--- src/design/slfe_pkg.sv ---
// Shared types and constants for the sync-length frame extractor.
// Used by slfe_parser, slfe_outq and the top level; no dependencies.
`timescale 1ns / 1ps
`default_nettype none

package slfe_pkg;

    localparam logic [7:0]  SYNC_BYTE   = 8'h02;
    localparam logic [2:0]  SYNC_LEN    = 3'd4;
    localparam logic [2:0]  LEN_BYTES   = 3'd4;
    localparam logic [32:0] FRAME_EXTRA = 33'd9;
    localparam logic [3:0]  HEADER_LEN  = 4'd8;
    localparam int          LIMIT_W     = 17;
    localparam logic [LIMIT_W-1:0] LIMIT_RESET = 17'd4096;

    // Output queue geometry.
    localparam int          Q_AW    = 4;
    localparam int          Q_DEPTH = 1 << Q_AW;
    localparam logic [Q_AW:0] Q_ROOM_MAX = (Q_AW+1)'(Q_DEPTH) - (Q_AW+1)'(HEADER_LEN);

    typedef enum logic [2:0] {
        PH_HUNT = 3'b001,
        PH_LEN  = 3'b010,
        PH_PASS = 3'b100
    } t_phase;

    // One result word.
    typedef struct packed {
        logic       link_lost;
        logic       frame_end;
        logic       frame_start;
        logic [7:0] data;
    } t_res;

    // Words pushed into the output queue for one accepted input word.
    typedef struct packed {
        logic [3:0]     cnt;
        t_res [7:0]     ent;
    } t_push;

endpackage

`default_nettype wire

--- src/design/slfe_parser.sv ---
// Frame parser: sync hunt, length capture, size check and pass-through.
// Depends on slfe_pkg; feeds slfe_outq with up to eight words per input word.
`timescale 1ns / 1ps
`default_nettype none

module slfe_parser (
    input  wire                           i_clk,
    input  wire                           i_rst_n,
    input  wire                           i_cfg_we,
    input  wire  [slfe_pkg::LIMIT_W-1:0]  i_cfg_wdata,
    input  wire                           i_accept,
    input  wire  [7:0]                    i_byte,
    input  wire                           i_down,
    output slfe_pkg::t_push               o_push
);

    slfe_pkg::t_phase              r_phase, n_phase;
    logic [2:0]                    r_run, n_run;
    logic [2:0]                    r_idx, n_idx;
    logic [31:0]                   r_len, n_len;
    logic [slfe_pkg::LIMIT_W-1:0]  r_left, n_left;
    logic [slfe_pkg::LIMIT_W-1:0]  r_limit;
    logic [32:0]                   total;

    always_comb begin
        n_phase = r_phase;
        n_run   = r_run;
        n_idx   = r_idx;
        n_len   = r_len;
        n_left  = r_left;
        o_push  = '0;
        total   = {1'b0, r_len} + slfe_pkg::FRAME_EXTRA;
        if (i_accept) begin
            if (i_down) begin
                n_phase = slfe_pkg::PH_HUNT;
                n_run   = '0;
                n_idx   = '0;
                n_len   = '0;
                n_left  = '0;
                o_push.cnt = 4'd1;
                o_push.ent[0].link_lost = 1'b1;
            end else begin
                unique case (r_phase)
                    slfe_pkg::PH_LEN: begin
                        n_len = {r_len[23:0], i_byte};
                        n_idx = r_idx + 3'd1;
                        total = {1'b0, n_len} + slfe_pkg::FRAME_EXTRA;
                        if (n_idx >= slfe_pkg::LEN_BYTES) begin
                            if (total >= {16'd0, r_limit}) begin
                                n_phase = slfe_pkg::PH_HUNT;
                                n_run   = '0;
                                n_idx   = '0;
                                n_len   = '0;
                                n_left  = '0;
                            end else begin
                                o_push.cnt = slfe_pkg::HEADER_LEN;
                                for (int k = 0; k < 4; k++) begin
                                    o_push.ent[k].data = slfe_pkg::SYNC_BYTE;
                                end
                                o_push.ent[0].frame_start = 1'b1;
                                o_push.ent[4].data = n_len[31:24];
                                o_push.ent[5].data = n_len[23:16];
                                o_push.ent[6].data = n_len[15:8];
                                o_push.ent[7].data = n_len[7:0];
                                // Bytes after the header: payload plus trailer.
                                n_left  = n_len[slfe_pkg::LIMIT_W-1:0] + 17'd1;
                                n_phase = slfe_pkg::PH_PASS;
                                n_run   = '0;
                                n_idx   = '0;
                            end
                        end
                    end
                    slfe_pkg::PH_PASS: begin
                        n_left = r_left - 17'd1;
                        o_push.cnt = 4'd1;
                        o_push.ent[0].data      = i_byte;
                        o_push.ent[0].frame_end = (n_left == '0);
                        if (n_left == '0) begin
                            n_phase = slfe_pkg::PH_HUNT;
                            n_run   = '0;
                            n_idx   = '0;
                            n_len   = '0;
                        end
                    end
                    default: begin
                        n_phase = slfe_pkg::PH_HUNT;
                        if (i_byte == slfe_pkg::SYNC_BYTE) begin
                            n_run = r_run + 3'd1;
                            if (n_run >= slfe_pkg::SYNC_LEN) begin
                                n_phase = slfe_pkg::PH_LEN;
                                n_run   = '0;
                                n_idx   = '0;
                                n_len   = '0;
                            end
                        end else begin
                            n_run = '0;
                        end
                    end
                endcase
            end
        end
    end

    always_ff @(posedge i_clk) begin
        if (!i_rst_n) begin
            r_phase <= slfe_pkg::PH_HUNT;
            r_run   <= '0;
            r_idx   <= '0;
            r_len   <= '0;
            r_left  <= '0;
            r_limit <= slfe_pkg::LIMIT_RESET;
        end else begin
            r_phase <= n_phase;
            r_run   <= n_run;
            r_idx   <= n_idx;
            r_len   <= n_len;
            r_left  <= n_left;
            if (i_cfg_we) begin
                r_limit <= i_cfg_wdata;
            end
        end
    end

endmodule

`default_nettype wire

--- src/design/slfe_outq.sv ---
// Output queue: takes zero, one or eight result words per cycle, drains one when i_pop_ready is high.
// Depends on slfe_pkg.
`timescale 1ns / 1ps
`default_nettype none

module slfe_outq (
    input  wire                i_clk,
    input  wire                i_rst_n,
    input  wire slfe_pkg::t_push i_push,
    input  wire                i_pop_ready,
    output logic               o_valid,
    output slfe_pkg::t_res     o_res,
    output logic               o_room
);

    slfe_pkg::t_res             mem [slfe_pkg::Q_DEPTH];
    logic [slfe_pkg::Q_AW-1:0]  r_wptr, r_rptr;
    logic [slfe_pkg::Q_AW:0]    r_count;
    logic                       pop;

    assign o_valid = (r_count != '0);
    assign o_res   = mem[r_rptr];
    assign pop     = o_valid & i_pop_ready;
    // Room for a full header burst whatever the drain side does.
    assign o_room  = (r_count <= slfe_pkg::Q_ROOM_MAX);

    always_ff @(posedge i_clk) begin
        for (int i = 0; i < slfe_pkg::Q_DEPTH; i++) begin
            if ((slfe_pkg::Q_AW'(i) - r_wptr) < i_push.cnt) begin
                mem[i] <= i_push.ent[3'(slfe_pkg::Q_AW'(i) - r_wptr)];
            end
        end
    end

    always_ff @(posedge i_clk) begin
        if (!i_rst_n) begin
            r_wptr  <= '0;
            r_rptr  <= '0;
            r_count <= '0;
        end else begin
            r_wptr  <= r_wptr + i_push.cnt;
            r_rptr  <= r_rptr + {{(slfe_pkg::Q_AW-1){1'b0}}, pop};
            r_count <= r_count + {1'b0, i_push.cnt}
                     - {{slfe_pkg::Q_AW{1'b0}}, pop};
        end
    end

endmodule

`default_nettype wire

--- src/design/sync_length_frame_extractor.sv ---
// Top level of the sync-length frame extractor.
// Depends on slfe_pkg, slfe_parser and slfe_outq.
//
// Usage:
//   The slave stream carries one received byte per word (tdata) and a
//   link-down flag (tuser). The block hunts for four 0x02 sync bytes, reads
//   a 32-bit big-endian length and delivers frames of length + 9 bytes on
//   the master stream: header, payload and trailer, with frame_start in
//   tuser[0], frame_end on tlast and link loss in tuser[1]. Frames whose
//   total reaches frame_limit (i_cfg_we / i_cfg_wdata) are dropped silently.
//   A link-down word clears the parser and yields one word with link_lost.
//   One input word is accepted per cycle while s_axis_tready is high; the
//   eight header words of a frame are written at once into a 16-word output
//   queue, and s_axis_tready drops only while that queue holds more than
//   eight words, so a stalled receiver back-pressures the input once the
//   queue holds more than eight words.
//   Reset (synchronous, active low) empties the queue, returns the parser to
//   hunting and sets frame_limit to 4096.
`timescale 1ns / 1ps
`default_nettype none

module sync_length_frame_extractor (
    input  wire         i_clk,
    input  wire         i_rst_n,
    input  wire         i_cfg_we,
    input  wire  [16:0] i_cfg_wdata,
    input  wire         s_axis_tvalid,
    output logic        s_axis_tready,
    input  wire  [7:0]  s_axis_tdata,   // [7:0] in_byte
    input  wire         s_axis_tuser,   // [0] link_down
    output logic        m_axis_tvalid,
    input  wire         m_axis_tready,
    output logic [7:0]  m_axis_tdata,   // [7:0] out_byte
    output logic        m_axis_tlast,
    output logic [1:0]  m_axis_tuser    // [0] frame_start, [1] link_lost
);

    slfe_pkg::t_push push;
    slfe_pkg::t_res  res;
    logic            room;

    assign s_axis_tready = room;

    slfe_parser u_parser (
        .i_clk       (i_clk),
        .i_rst_n     (i_rst_n),
        .i_cfg_we    (i_cfg_we),
        .i_cfg_wdata (i_cfg_wdata),
        .i_accept    (s_axis_tvalid & room),
        .i_byte      (s_axis_tdata),
        .i_down      (s_axis_tuser),
        .o_push      (push)
    );

    slfe_outq u_outq (
        .i_clk       (i_clk),
        .i_rst_n     (i_rst_n),
        .i_push      (push),
        .i_pop_ready (m_axis_tready),
        .o_valid     (m_axis_tvalid),
        .o_res       (res),
        .o_room      (room)
    );

    assign m_axis_tdata = res.data;
    assign m_axis_tlast = res.frame_end;
    assign m_axis_tuser = {res.link_lost, res.frame_start};

endmodule

`default_nettype wire
--- config.mk ---
export PLATFORM = sky130hd
export DESIGN_NAME = sync_length_frame_extractor
export DESIGN_NICKNAME = d
export VERILOG_FILES = /design/src/design/slfe_pkg.sv /design/src/design/slfe_parser.sv /design/src/design/slfe_outq.sv /design/src/design/sync_length_frame_extractor.sv
export SDC_FILE = /design/constraint.sdc
export NUM_CORES = 1
export LEC_CHECK = 0
export ABC_AREA = 1
export BUFFER_PORTS_ARGS = -buffer_cell sky130_fd_sc_hd__buf_2
export CORE_MARGIN = 2
export CORE_UTILIZATION = 63
export CTS_CLUSTER_SIZE = 25
export DETAILED_ROUTE_END_ITERATION = 12
export PLACE_DENSITY = 0.8
export SLEW_MARGIN = 20
export SYNTH_ARGS = -nofsm -noshare
export SYNTH_HDL_FRONTEND = slang
export SYNTH_SLANG_ARGS = --single-unit
export TNS_END_PERCENT = 100
--- constraint.sdc ---
create_clock -name i_clk -period 5.5 [get_ports i_clk]
set_input_delay 0.55 -clock i_clk [delete_from_list [all_inputs] [get_ports i_clk]]
set_output_delay 0.55 -clock i_clk [all_outputs]
set_load 0.01 [all_outputs]
* After elaboration in Yosys (flattened, before gate mapping)
Memory sizes are Yosys's and may differ from the RTL's. A register that Yosys moved wholly into a read port is not among the register bits.
Index checks and enable logic that the tools add are counted.
** Storage, ports and cells
- Register bits after elaboration :: 80
- Bits in writable memories :: 176
- Input port bits :: 31
- Output and inout port bits :: 13
- Word-level logic and storage cells :: 250
- Memories :: 1
** Cells by class
- Add/sub/neg operators :: 25
- Order comparisons :: 36
- Equality and inequality tests :: 5
- Mux-type cells :: 156
- Bitwise logic cells :: 2
- Reduce and logical (&&, ||, !) cells :: 16
** Memories
- u_outq.mem :: depth 16, bits a word 11, rd ports 1, clocked after Yosys merged registers in 1, write ports 8, line slfe_outq.sv:16 : slfe_pkg::t_res mem [slfe_pkg::Q_DEPTH];
** Operator list (number)
- $bmux 11 s3 :: 16
- $mux 11 :: 24
- $mux 8 :: 24
- $mux 24 :: 6
- $reduce_or 11->1 :: 8
- $lt 3x4->1 const B :: 16
- $lt 4x4->1 :: 16
- $mux 4 :: 13
- $mux 17 :: 3
- $pmux 24 s2 :: 1
- $mux 1 :: 43
- $mux 3 :: 14
- $pmux 17 s2 :: 1
- $add 32x4->33 const B :: 1
- $ge 33x17->1 :: 1
- $sub 4x4->4 const A :: 8
- $mux 19 :: 1
- $mux 9 :: 2
- $pmux 3 s2 :: 3
- $add 17x1->17 const B :: 1
- $logic_not 17->1 :: 1
- $sub 17x1->17 const B :: 1
- $pmux 8 s2 :: 1
- $sub 3x4->4 const A :: 4
- other kinds (22) :: 31

* Logic depth before layout (Yosys ltp)
Gate-level depths: netlist (run 1).
- Word-level depth :: 12
- Gate-level depth with buffers :: 28
- Depth with buffers taken out :: 27

* By module
Synthesis (run 1) repeated with hierarchy kept, for this count alone.
** Second synthesis, totals
- Cell total of the unflattened synthesis :: 2496
- Area total of the unflattened synthesis :: 18391.4 um^2
** Modules (own cells, without submodules)
- slfe_outq :: instances 1, cells each 1583, area an instance 12577.1 um^2, sequential area each 5545.3 um^2
- slfe_parser :: instances 1, cells each 911, area an instance 5806.8 um^2, sequential area each 1341.3 um^2
- sync_length_frame_extractor :: instances 1, cells each 2, area an instance 7.5 um^2, sequential area each 0.0 um^2

* Least setup slack after synthesis (run 1)
Ideal clock, no wire load.
- Path type :: input to register
- Start :: input port s_axis_tdata[0]
- End :: memory u_outq.mem[3][0] in the netlist's numbering, enable pin
- Setup time :: 0.399 ns
- Data arrival time :: 4.307 ns
- Data required time :: 5.101 ns
- Path slack :: 0.794 ns
- Stages :: 22
- Path buffers :: 1
- Cells stage by stage :: ha_1 > nand2_1 > nand2_4 > nand2_4 > nor2_4 > xor2_1 > ha_1 > a21oi_1 > o21ai_0 > nor2_1 > nand2_1 > nor2_1 > nand3_1 > nor2_4 > nand3_4 > nor2_4 > nand2_2 > buf_6 > fa_1 > inv_1 > nor2_1 > a221oi_1
** RTL lines
- start: declaration :: line sync_length_frame_extractor.sv:29 : input wire [7:0] s_axis_tdata,
- end: declaration :: line slfe_outq.sv:16

==> results.py, run 1 <==
metrics = {
    "run_status": {
        "status": "complete, no violations",
    },
    "cells_and_area": {
        "final_cell_area_mm2": 0.0161,
        "finalCoreUtilization": 0.689,
        "final_cells": 2148,
        "finish.net_count": 1901,
        "area_growth_syn_to_layout_pct": 7.67,
        "num_antenna_cells": 0,
        "drive_above_1_share": 0.0842,
    },
    "worst_hold_path": {
        "min_path_type": "in2reg",
    },
    "clock_tree": {
        "clk_pin_slew_ps": 60,
        "clockBufferDepth": 3,
        "holdBufCountCts": 0,
        "postCtsSetupRepairBufs": 0,
        "root_buffer": "clkbuf_16",
        "htreeDepth": 1,
        "ctsResizeCount": 0,
        "clk-insertion-delay-late_ps": 540,
        "cts_buffers": 26,
        "clkSinkCount": 256,
        "cts_tree": "yes",
    },
    "placed_design": {
        "port_buffers": 43,
        "post-dp-hpwl_um": 31000,
        "post-place-cells": 2103,
        "gp_congestion": 1.08,
        "placed_area_mm2": 0.0153,
    },
    "yosys": {
        "yosysMostFrequentCell": "nand2_1",
        "synth_seq_cells": 256,
        "synth_edf_count": 176,
        "avgSynthCellArea_um2": 8.22,
        "synthTopCellsByCount": "nand2_1, inv_1, a21oi_1",
        "synth.area.top_cells": "edfxtp_1, dfxtp_1, nand2_1",
        "synthDistinctLibCells": 41,
        "syn_inst": 1821,
        "seq_area_frac_synth": 0.460,
        "syn_area_mm2": 0.0150,
        "async_flop_share": 0,
        "yosysWarnings": 0,
        "synth_top_area_cell": "edfxtp_1",
        "synth_ff_type": "edfxtp_1",
        "synth_nets": 1910,
        "synth_top_area_frac": 0.353,
    },
    "floorplan": {
        "coreArea_mm2": 0.0234,
        "die_area_mm2": 0.0250,
        "dieWidth_um": 158,
        "num_rows": 56,
        "ios": 44,
        "die_height_um": 158,
        "initial_core_util": 0.640,
    },
    "flow_run": {
        "max-cap-violations": 0,
    },
    "timing": {
        "slew-limit-headroom": 0.299,
        "fin_skew_ps": 13.1,
        "rsz0062_at_grt": "no",
        "setup_viol": 0,
        "fin_crit_ps": 4730,
        "worstMarginPinSlew_ps": 1040,
        "max_freq_mhz": 211,
        "finalSetupTns_ps": 0,
        "report.final.slew_viol_count": 0,
        "hold_violations": 0,
        "min_period_over_period": 0.861,
    },
    "critical_path": {
        "reg2reg_setup_slack_ps": 770,
        "path_buf_inv": 2,
        "critPathTopFamily": "simple AND/OR/NAND/NOR gates",
        "cp-start-kind": "flop",
        "required_ps": 5730,
        "critPathMaxStageDelay_ps": 670,
        "crit_type": "reg2reg",
        "slowest_stage": "dfxtp_1",
        "path_max_fanout": 18,
        "cp-end-kind": "flop",
        "crit_arrival_ps": 4970,
        "path_cells": "nand2_1, nor2_1, nand2_1, nor2_4, xor2_1, ha_1, nand2_1, o21ai_0, nor2_1, nand2_1, nor2_1, nand3_1, nor2_4, nand3_4, nor2_4, nand2_2, fa_1, inv_1, a21oi_1, nor2_1, a21oi_1, buf_4",
    },
    "global_routing": {
        "grt_pass1_wl_um": 64800,
        "grt_pass1_vias": 11984,
        "grt_remaining_overflow": 0,
        "antenna_found_initial": 0,
        "grt_usage": 0.346,
        "grt_max_degree": 96,
    },
    "route": {
        "ant_nets": 0,
        "dr.pass1.iters": 7,
        "via_per_inst": 6.02,
        "drt-wirelength-per-cell_um": 20.1,
        "vias": 12937,
        "route.detailed.drc": 0,
        "wl_um": 43100,
        "drt_iter0_markers": 1540,
    },
    "pwr": {
        "seqPwrFrac": 0.405,
        "clock_power_share": 0.285,
        "leakagePower_nw": 6.75,
        "switchingPower_w": 0.00215,
        "swShare": 0.365,
        "p_per_area_mw_per_mm2": 365,
        "vdd_drop_max_mv": 0.220,
        "comb_power_share": 0.310,
        "intPower_w": 0.00374,
    },
}
## worst min-delay path, cell delays in order
cell and delay [ps]:
buf_2 80, a21oi_1 50, o21ai_0 60
## logic make-up (layout without fill, tap and decap cells)
family | Yosys count | after routing | share of synthesized area
AO/OA/AOI/OAI | 360 | 360 | 0.133
XOR/XNOR | 43 | 43 | 0.0252
adder cells (fa/ha/maj) | 58 | 58 | 0.0500
buffers and inverters | 341 | 349 | 0.0904
flip-flops | 256 | 256 | 0.460
multiplexers | 44 | 44 | 0.0294
AND/OR/NAND/NOR | 719 | 719 | 0.212
## layer usage
metal,vias up,track usage,part of all wire
met5,-,0,0
met4,0,0.208,0.071
met3,188,0.0545,0.091
met2,738,0.587,0.48
met1,5920,0.416,0.36
li1,6091,-,-
## worst paths after layout
path | from | end | cells after the start
min | i_cfg_wdata[12] | u_parser.r_limit[12] | 3
max | u_parser.r_len[6] | u_outq.mem[11][1] | 22
max reg2reg | u_parser.r_len[6] | u_outq.mem[11][1] | 22
min reg2reg | u_parser.r_idx[2] | u_parser.r_idx[2] | 2
## placed cells by master, fill, tap and decap left out, types with 6 or more instances in the layout
master | Yosys | routed
clkbuf_1 | 71 | 6
nand3_1 | 80 | 80
nor2_2 | 16 | 16
nand4_1 | 49 | 49
buf_4 | 14 | 31
nor3_1 | 26 | 26
nand2_2 | 7 | 7
nor2_1 | 134 | 134
ha_1 | 55 | 55
dfxtp_1 | 80 | 78
buf_2 | 10 | 43
nand2_1 | 384 | 384
inv_1 | 223 | 223
xnor2_1 | 15 | 15
clkinv_1 | 2 | 8
o21ai_0 | 99 | 99
o211ai_1 | 48 | 48
edfxtp_1 | 176 | 176
clkbuf_16 | 0 | 27
mux2i_1 | 44 | 44
a21oi_1 | 186 | 186
xor2_1 | 28 | 28
a211oi_1 | 9 | 9
## layout make-up
class	count	area, um2
Tap cell	319	399
Inverter	230	863
Clock buffer	33	698
Fill cell	1936	7290
Multi-Input combinational cell	1224	6730
Timing Repair Buffer	74	448
Sequential cell	256	6890
Clock inverter	12	86.3
## through the flow
step / worst slack (ps) / hold WS [ps] / total power [W]
3_3_place_gp: 734 / 437 / 0.00412
4_1_cts: 890 / 228 / 0.00582
3_5_place_dp: 612 / 453 / 0.00418
5_1_grt: 446 / 244 / 0.00612
2_1_floorplan: 794 / 428 / 0.00362
6_report: 765 / 232 / 0.00589
## power groups by stage
stage	clock [W]	sequential [W]	combinational (W)
after floorplan	0	0.00232	0.00130
after global placement	0	0.00241	0.00171
after detailed placement	0	0.00242	0.00176
after CTS	0.00167	0.00238	0.00177
after global routing	0.00173	0.00241	0.00198
final	0.00167	0.00239	0.00182
## sequential cells by signal (all words and copies together), names as in the netlist
name              cells
u_parser.r_run        3
u_outq.r_wptr         4
u_parser.r_phase      3
u_parser.r_len       24
u_outq.mem          176
u_outq.r_rptr         4
u_parser.r_idx        3
u_parser.r_left      17
u_outq.r_count        5
u_parser.r_limit     17
Note: power is estimated with default switching activity, not from simulation.
==> inputs of run 2 (changes only) <==
--- a/config.mk
+++ b/config.mk
@@ -5,14 +5,13 @@
 export SDC_FILE = /design/constraint.sdc
 export NUM_CORES = 1
 export LEC_CHECK = 0
-export ABC_AREA = 1
 export BUFFER_PORTS_ARGS = -buffer_cell sky130_fd_sc_hd__buf_2
 export CORE_MARGIN = 2
-export CORE_UTILIZATION = 63
+export CORE_UTILIZATION = 54
 export CTS_CLUSTER_SIZE = 25
 export DETAILED_ROUTE_END_ITERATION = 12
-export PLACE_DENSITY = 0.8
-export SLEW_MARGIN = 20
+export PLACE_DENSITY = 0.71
+export SLEW_MARGIN = 40
 export SYNTH_ARGS = -nofsm -noshare
 export SYNTH_HDL_FRONTEND = slang
 export SYNTH_SLANG_ARGS = --single-unit
==> results.py, run 2 <==
metrics = {
    "global_routing": {
        "grt_pass1_wl_um": 57700,
        "grt_usage": 0.281,
        "grt_remaining_overflow": 0,
        "antenna_found_initial": 1,
        "grt_pass1_vias": 10100,
        "grt_max_degree": 57,
    },
    "yosys": {
        "yosysMostFrequentCell": "edfxtp_1",
        "synth-xor-area-share": 0.0342,
        "synth_nets": 1292,
        "synth_edf_count": 176,
        "synth_ff_type": "edfxtp_1",
        "synth_compound_area_frac": 0.125,
        "synthAdderAreaFrac": 0.0540,
        "synth-simple-area-share": 0.131,
        "syn_inst": 1203,
        "synth_top_family_by_area": "simple AND/OR/NAND/NOR gates",
        "seq_area_frac_synth": 0.497,
        "avgSynthCellArea_um2": 11.5,
        "synthMuxAreaShare": 0.117,
        "synthTopCellsByCount": "edfxtp_1, nor2_1, dfxtp_1",
        "syn_area_mm2": 0.0138,
        "yosysWarnings": 0,
        "async_flop_share": 0,
        "synth.area.top_cells": "edfxtp_1, dfxtp_1, mux4_2",
        "synth_top_area_frac": 0.382,
        "synthDistinctLibCells": 72,
        "synth_top_area_cell": "edfxtp_1",
        "synth_seq_cells": 256,
    },
    "critical_path": {
        "path_max_fanout": 11,
        "critPathMostFrequentCell": "nand3_1",
        "rr_startpoint": "u_parser.r_len[2]",
        "reg2reg_depth": 16,
        "cp_num_cells": 16,
        "crit_path_start": "u_parser.r_len[2]",
        "critPathMaxStageDelay_ps": 780,
        "required_ps": 5750,
        "crit_arrival_ps": 5010,
        "slowest_stage": "or4b_2",
        "critPathTopFamily": "simple AND/OR/NAND/NOR gates",
        "cp-start-kind": "flop",
        "crit_type": "reg2reg",
        "path_cells": "nand4_1, nor4_1, nand3_1, xnor2_1, ha_1, a21oi_1, nand2_1, a221oi_1, nand3_1, or4b_2, nor4_4, inv_1, fa_1, nor2_1, a221oi_4, buf_4",
        "reg2reg_setup_slack_ps": 740,
        "cp-end-kind": "flop",
        "path_buf_inv": 2,
        "crit_end": "u_outq.mem[11][6]",
        "reg2reg_to": "u_outq.mem[11][6]",
    },
    "floorplan": {
        "dieWidth_um": 164,
        "ios": 44,
        "die_area_mm2": 0.0269,
        "die_height_um": 164,
        "initial_core_util": 0.550,
        "num_rows": 58,
        "coreArea_mm2": 0.0252,
    },
    "route": {
        "route.detailed.drc": 0,
        "drt_iter0_markers": 1178,
        "dr.pass1.iters": 5,
        "drt-wirelength-per-cell_um": 23.5,
        "ant_nets": 0,
        "wl_um": 37200,
        "via_per_inst": 6.49,
        "vias": 10282,
    },
    "cells_and_area": {
        "drive_above_1_share": 0.181,
        "largest_register_ffs": 176,
        "n_fill_cell": 1967,
        "area_growth_syn_to_layout_pct": 11.5,
        "finish.net_count": 1322,
        "final_cell_area_mm2": 0.0154,
        "num_antenna_cells": 0,
        "final_common_cell": "edfxtp_1",
        "multi_input_area_mm2": 0.00645,
        "reg_top3": "u_outq.mem x176, u_parser.r_len x24",
        "ff_latch_area_mm2": 0.00689,
        "final_cell_mix": "edfxtp_1, nor2_1, dfxtp_1",
        "top_register": "u_outq.mem",
    },
    "pwr": {
        "vdd_drop_max_mv": 0.229,
        "leakagePower_nw": 5.31,
        "switchingPower_w": 0.00155,
        "intPower_w": 0.00380,
        "clock_power_share": 0.343,
        "p_per_area_mw_per_mm2": 347,
        "seqPwrFrac": 0.417,
        "comb_power_share": 0.240,
        "swShare": 0.290,
    },
    "clock_tree": {
        "clkSinkCount": 256,
        "root_buffer": "clkbuf_16",
        "postCtsSetupRepairBufs": 0,
        "clk_pin_slew_ps": 60,
        "cts_buffers": 27,
        "clk-insertion-delay-late_ps": 550,
        "clockBufferDepth": 3,
        "cts_tree": "yes",
        "htreeDepth": 1,
        "holdBufCountCts": 0,
        "ctsResizeCount": 0,
    },
    "timing": {
        "hold_ws_ps": 237,
        "max_freq_mhz": 210,
        "fin_crit_ps": 4760,
        "report.final.slew_viol_count": 0,
        "worstMarginPinSlew_ps": 773,
        "rsz0062_at_grt": "no",
        "hold_violations": 0,
        "fin_skew_ps": 12.4,
        "min_period_over_period": 0.866,
        "finalSetupTns_ps": 0,
        "setup_viol": 0,
        "slew-limit-headroom": 0.485,
    },
    "run_status": {
        "status": "complete, no violations",
    },
    "flow_run": {
        "max-cap-violations": 0,
    },
    "placed_design": {
        "post-dp-hpwl_um": 25100,
        "placed_area_mm2": 0.0145,
        "port_buffers": 43,
        "gp_congestion": 0.895,
    },
    "worst_hold_path": {
        "min_path_type": "in2reg",
    },
}
[run 2: worst min-delay path, stage by stage]
cell and delay [ps]:
buf_2 70, mux2i_1 50, nor2_1 70
[run 2: area by class of cell]
type	count	area share
clock buffer	36	0.0466
clock inverter	14	0.0107
inverter	52	0.0126
multi-input combinational	802	0.418
sequential	256	0.446
tap	330	0.0267
timing repair buffer	94	0.0387
[run 2: logic make-up (layout without fill, tap and decap cells)]
group | count (synthesis) | count (layout)
adders and majority gates | 58 | 58
buffers and inverters | 145 | 196
AOI/OAI and AO/OA | 245 | 245
xor gates and xnor gates | 54 | 54
and+or+nand+nor | 353 | 353
muxes | 92 | 92
DFF | 256 | 256
[run 2: metrics by stage]
step | cells | power [W] | worst slack (ps) | util
after floorplan | 1203 | 0.00319 | 6.02 | -
final | 1584 | 0.00535 | 739 | 0.613
after CTS | 1584 | 0.00536 | 752 | 0.613
after global placement | 1534 | 0.00351 | 479 | 0.577
after global routing | 1584 | 0.00557 | 522 | 0.613
after detailed placement | 1534 | 0.00355 | 376 | 0.578
[run 2: routing by layer]
metal | global-route usage | wire length, um | vias to the layer above
li1 | - | - | 4647
met1 | 0.374 | 14500 | 5028
met2 | 0.464 | 17700 | 499
met3 | 0.0381 | 3160 | 106
met4 | 0.122 | 1810 | 2
met5 | 0 | 11 | -
[run 2: worst min path at each step]
stage                      start              endpoint  slack, ps  cells after the start
6_report          i_cfg_wdata[3]   u_parser.r_limit[3]        240                      3
5_1_grt          i_cfg_wdata[12]  u_parser.r_limit[12]        240                      3
4_1_cts           i_cfg_wdata[3]   u_parser.r_limit[3]        230                      3
3_5_place_dp   u_parser.r_idx[1]     u_parser.r_idx[1]        450                      2
3_3_place_gp   u_parser.r_idx[1]     u_parser.r_idx[1]        440                      2
2_1_floorplan  u_parser.r_run[1]     u_parser.r_run[1]        440                      2
[run 2: power groups by stage]
stage / clock network, W / registers (W) / logic, W
floorplan: 0 / 0.00224 / 0.000956
global placement: 0 / 0.00227 / 0.00125
detailed placement: 0 / 0.00227 / 0.00128
CTS: 0.00184 / 0.00223 / 0.00129
global route: 0.00192 / 0.00225 / 0.00140
finish: 0.00183 / 0.00223 / 0.00129
